$ cat src/lcet_pkg.sv
`default_nettype none
package lcet_pkg;

  localparam int unsigned LEAVES_DEF = 1024;
  localparam int unsigned NODES_DEF  = 4096;

  localparam int unsigned SLOPE_W = 32;
  localparam int unsigned COORD_W = 32;
  localparam int unsigned ICPT_W  = 64;
  localparam int unsigned SUM_W   = 65;
  localparam int unsigned LCNT_W  = 11;
  localparam int unsigned POS_W   = 10;
  localparam int unsigned OP_W    = 3;

  typedef enum logic [OP_W-1:0] {
    OP_LOAD    = 3'd0,
    OP_CLEAR   = 3'd1,
    OP_INSERT  = 3'd2,
    OP_QPOS    = 3'd3,
    OP_QCOORD  = 3'd4
  } op_e;

endpackage
`default_nettype wire

$ cat src/lcet_eval.sv
`default_nettype none
module lcet_eval
  import lcet_pkg::*;
(
  input  wire logic                     clk_i,
  input  wire logic signed [SLOPE_W-1:0] m_i,
  input  wire logic signed [ICPT_W-1:0]  c_i,
  input  wire logic signed [COORD_W-1:0] x_i,
  output logic signed [SUM_W-1:0]        sum_o
);

  logic signed [SLOPE_W+COORD_W-1:0] prod_q;
  logic signed [ICPT_W-1:0]          c_q;
  logic signed [SUM_W-1:0]           sum_q;

  // The product and the intercept are registered, then their sum is registered.
  always_ff @(posedge clk_i) begin
    prod_q <= m_i * x_i;
    c_q    <= c_i;
    sum_q  <= SUM_W'(prod_q) + SUM_W'(c_q);
  end

  assign sum_o = sum_q;

endmodule
`default_nettype wire

$ cat config.mk
export PLATFORM = sky130hd
export DESIGN_NAME = lcet_eval
export DESIGN_NICKNAME = d
export VERILOG_FILES = /design/src/lcet_pkg.sv /design/src/lcet_eval.sv
export SDC_FILE = /design/constraint.sdc
export NUM_CORES = 2
export LEC_CHECK = 0
export BUFFER_PORTS_ARGS = -buffer_cell sky130_fd_sc_hd__buf_4
export CORE_UTILIZATION = 47
export CTS_CLUSTER_SIZE = 12
export DETAILED_ROUTE_END_ITERATION = 6
export PLACE_DENSITY_LB_ADDON = 0.08
export RECOVER_POWER = 50
export SYNTH_ARGS = -nofsm -noshare
export SYNTH_HDL_FRONTEND = slang
export SYNTH_SLANG_ARGS = --single-unit
$ cat constraint.sdc
create_clock -name clk_i -period 8.3 [get_ports clk_i]
set_input_delay 0.83 -clock clk_i [delete_from_list [all_inputs] [get_ports clk_i]]
set_output_delay 0.83 -clock clk_i [all_outputs]
set_load 0.02 [all_outputs]
### After elaboration in Yosys (flattened, before gate mapping)

Index checks and enable logic that the tools add are counted.

* output and inout port bits: 65
* bits in registers: 193
* word-level logic and storage cells: 5
* input port bits: 129

* $mul: 1
* add/subtract/negate cells: 1

Operator list (number)
* $add A64 B64 Y65: 1
* $mul A32 B32 Y64: 1

### Depth between registers and ports, before layout

* word-level depth: 1
* depth in mapped cells: 30
* gate-level depth less buffers: 29

### Least setup slack after synthesis

OpenSTA, ideal clock, no wires.

* path type: input-to-reg
* start point: in m_i[31]
* end point: reg prod_q[62]
* required time: 8.164 ns
* library setup time: 0.136 ns
* arrival: 8.198 ns
* buffers on the path: 2
* slack: -0.034 ns
* cell stages on the path: 25
* cell sequence: clkbuf_1 > nand2_1 > inv_1 > fa_1 > inv_1 > fa_1 > inv_1 > fa_1 > fa_1 > inv_1 > fa_1 > inv_1 > fa_1 > inv_1 > fa_1 > inv_1 > fa_1 > ha_1 > clkbuf_1 > nand4_1 > or4b_1 > o221ai_2 > a2111oi_2 > o41ai_1 > xor2_1

* longest elaborated chain between the ends: 1

Ends and longest elaborated chain
* from (decl): RTL line lcet_eval.sv:6 `input wire logic signed [SLOPE_W-1:0] m_i,`
* $mul A32 B32 Y64: RTL line lcet_eval.sv:18 `prod_q <= m_i * x_i;`
* to (signal assigned): RTL line lcet_eval.sv:18
* to (decl): RTL line lcet_eval.sv:12 `logic signed [SLOPE_W+COORD_W-1:0] prod_q;`

No other way between the ends.

### Final worst setup path

* start point: in x_i[8]
* end point: reg prod_q[61]

* longest elaborated chain between the ends: 1

Ends and longest elaborated chain
* from (decl): RTL line lcet_eval.sv:8 `input wire logic signed [COORD_W-1:0] x_i,`
* $mul A32 B32 Y64: RTL line lcet_eval.sv:18

No other way between the ends.

==> summary.json <==
{
  "outcome": "finished, final reports clean",
  "drc": 0,
  "drtAntennaViolNets": 0,
  "routed_wire_length_per_instance_um": 18.9,
  "synth_compound_area_share_pct": 6.31,
  "first_global_vias": 34400,
  "postCtsResizedCells": 0,
  "most_frequent_standard_cell_in_the_layout_excluding_fill_and_tap_cells": "sky130_fd_sc_hd__fa_1",
  "layout.nets": 6314,
  "pin_count": 194,
  "min_delay_worst_endpoint": "sum_o[0]",
  "initial_antenna_violation_count": 2,
  "path_delay_family": "adder cells",
  "grt_pass1_wl_mm": 190,
  "maximum_number_of_pins_on_one_net_before_global_route_repair": 28,
  "most-common-layout-cells": "sky130_fd_sc_hd__fa_1, sky130_fd_sc_hd__inv_1, sky130_fd_sc_hd__nand2_1, sky130_fd_sc_hd__and2_1, sky130_fd_sc_hd__buf_4",
  "syn-cell-area_um2": 43900,
  "floorplan.initialDensity_pct": 47.7,
  "place_ws_ns": -0.115,
  "post_synth_main_area_contributors": "sky130_fd_sc_hd__fa_1, sky130_fd_sc_hd__inv_1, sky130_fd_sc_hd__dfxtp_1",
  "clk_latency_ns": 0.44,
  "globalRouteTotalUtil_pct": 25.9,
  "synth_mux_area_share_pct": 0.0228,
  "post-synth-top-area-cell": "sky130_fd_sc_hd__fa_1",
  "number_of_drc_markers_in_iteration_0": 1350,
  "synth.yosys.warnings": 0,
  "critical_path.slowest_cell": "sky130_fd_sc_hd__fa_1",
  "hpwlAfterDp_mm": 100,
  "cts.root.buffer_cell": "sky130_fd_sc_hd__clkbuf_16",
  "worst-path-buf-inv": 6,
  "avgSynthCellArea_um2": 9.39,
  "synthDistinctLibCells": 77,
  "worstMarginPinSlew_ns": 0.784,
  "tritoncts_num_sinks": 193,
  "core_region_area_um2": 92100,
  "gp_congestion": 0.895,
  "cts-buffers-inserted": 17,
  "timing.critical_path.required_ns": 8.63,
  "finalHoldViolCount": 0,
  "synth_simple_gate_area_share_pct": 15.0,
  "post_synth_top_area_share_pct": 49.4,
  "globalRoute.totalOverflow": 0,
  "drtPass1Iterations": 5,
  "startpoint_type": "primary input",
  "worst_ep_arrival_time_ns": 8.27,
  "portBuffers": 193,
  "count_of_vias_placed_by_the_detailed_router": 31000,
  "hold_class": "reg -> reg",
  "synth_top_family_by_area": "adder cells",
  "fp.dieArea_um2": 94700,
  "area_growth_syn_to_layout_pct": 9.11,
  "postSynth.asyncResetShare_pct": 0,
  "crit-reg2reg-capture": "sum_o[64]",
  "cts-root-to-sink-buffers": 2,
  "worst_setup_path_type": "in -> reg",
  "die_w_um": 308,
  "critPathMaxFanout": 19,
  "post-route-period-util_pct": 95.7,
  "timing.final.setup_violations": 0,
  "postCtsSetupBuffers": 0,
  "fillerInstances": 8777,
  "clk_pin_slew_worst_paths_ns": 0.08,
  "critPathMostFrequentCell": "sky130_fd_sc_hd__fa_1",
  "final_period_minus_worst_setup_slack_ns": 7.95,
  "start_point_of_the_worst_min_delay_path": "c_q[0]",
  "routed_via_density": 5.08,
  "holdBufCountCts": 0,
  "final_max_slew_viol_count": 0,
  "holdPathStages": 1,
  "tritoncts": "built",
  "finalCoreUtilization_pct": 52.0,
  "finClkSkew_ns": 0.0124,
  "chipHeight_um": 308,
  "fin_ws_ns": 0.355,
  "max_slew_margin_pct": 46.4,
  "rrSetupSlack_ns": 4.67,
  "synth-seq-cells": 193,
  "critical_path.max_stage_delay_ns": 0.57,
  "layout-drive-gt1-share_pct": 8.03,
  "synthFlopType": "sky130_fd_sc_hd__dfxtp_1",
  "synthXorXnorAreaFrac_pct": 2.55,
  "synth_enable_flop_cells": 0,
  "synth-adder-area-share_pct": 56.4,
  "htree_levels": 4,
  "syn_nets": 6134,
  "regToRegStartpoint": "prod_q[0]",
  "reg2reg_depth": 13,
  "drt_wl_total_mm": 115,
  "setup_repair_after_global_routing_missed_its_margin": "false",
  "number_of_instances_in_the_synthesized_netlist": 4674,
  "end_kind": "flop",
  "num_rows": 111,
  "timing.fmax_mhz": 126,
  "maxCapViolCount": 0,
  "synth-seq-area-share_pct": 8.80
}
-- cells in the mapped netlist (13+ instances only) --
library cell,count
sky130_fd_sc_hd__and2_1,503
sky130_fd_sc_hd__xnor2_1,86
sky130_fd_sc_hd__dfxtp_1,193
sky130_fd_sc_hd__o21ai_0,62
sky130_fd_sc_hd__a21oi_1,149
sky130_fd_sc_hd__nand2b_1,20
sky130_fd_sc_hd__a21o_1,63
sky130_fd_sc_hd__o21bai_1,25
sky130_fd_sc_hd__nand3_1,35
sky130_fd_sc_hd__ha_1,248
sky130_fd_sc_hd__nor3_1,18
sky130_fd_sc_hd__nor2_1,100
sky130_fd_sc_hd__xor2_1,42
sky130_fd_sc_hd__inv_1,1039
sky130_fd_sc_hd__fa_1,1083
sky130_fd_sc_hd__a31oi_1,15
sky130_fd_sc_hd__nand4_1,23
sky130_fd_sc_hd__nand2_1,584
sky130_fd_sc_hd__and3_1,13
sky130_fd_sc_hd__clkbuf_1,216
-- layer usage --
metal,share of wire (%),vias to the layer above,global-route usage [%]
li1,-,14100,-
met1,41,16300,32.3
met2,55,468,49.2
met3,2.4,121,1.52
met4,2.1,2,4.98
met5,0.011,-,0
-- area by class of cell --
class	count	area (um2)	area share, %
sequential	193	3860	8.06
antenna	1	2.50	0.00522
clock inverter	14	141	0.295
inverter	1039	3900	8.14
clock buffer	18	439	0.917
tap	1243	1560	3.25
timing repair buffer	387	2730	5.69
multi-input combinational	3216	35300	73.6
-- registers in the layout (all words and copies together), names as in the netlist --
signal,count
sum_o,65
c_q,64
prod_q,64
-- per-stage QoR --
step | instance area (um2) | cells | setup TNS [ns] | hold WS (ns)
2_1_floorplan | 43900 | 4674 | 0 | 0.420
3_3_place_gp | 47600 | 6078 | -0.0266 | 0.438
3_5_place_dp | 47600 | 6078 | -0.181 | 0.439
4_1_cts | 48100 | 6110 | 0 | 0.465
5_1_grt | 47900 | 6111 | 0 | 0.482
6_report | 47900 | 6111 | 0 | 0.457
-- cells by family (layout without fill, tap and decap cells) --
family                     Yosys count  count (layout)
and+or+nand+nor                   1333            1333
adders and majority gates         1331            1331
buffers and inverters             1265            1458
AOI/OAI and AO/OA                  423             423
DFF                                193             193
xor gates and xnor gates           128             128
muxes                                1               1
other                                0               1
-- worst max-delay path by stage --
stage                     cells after the start  startpoint    endpoint
after CTS                                    26      x_i[8]  prod_q[61]
after global placement                       26      x_i[8]  prod_q[61]
after floorplan                              25     m_i[31]  prod_q[62]
final                                        26      x_i[8]  prod_q[61]
after global routing                         26      x_i[8]  prod_q[61]
after detailed placement                     26      x_i[8]  prod_q[61]
Power is not shown: default switching activity piles up to over one toggle a cycle in this logic, so the estimate is an artifact.
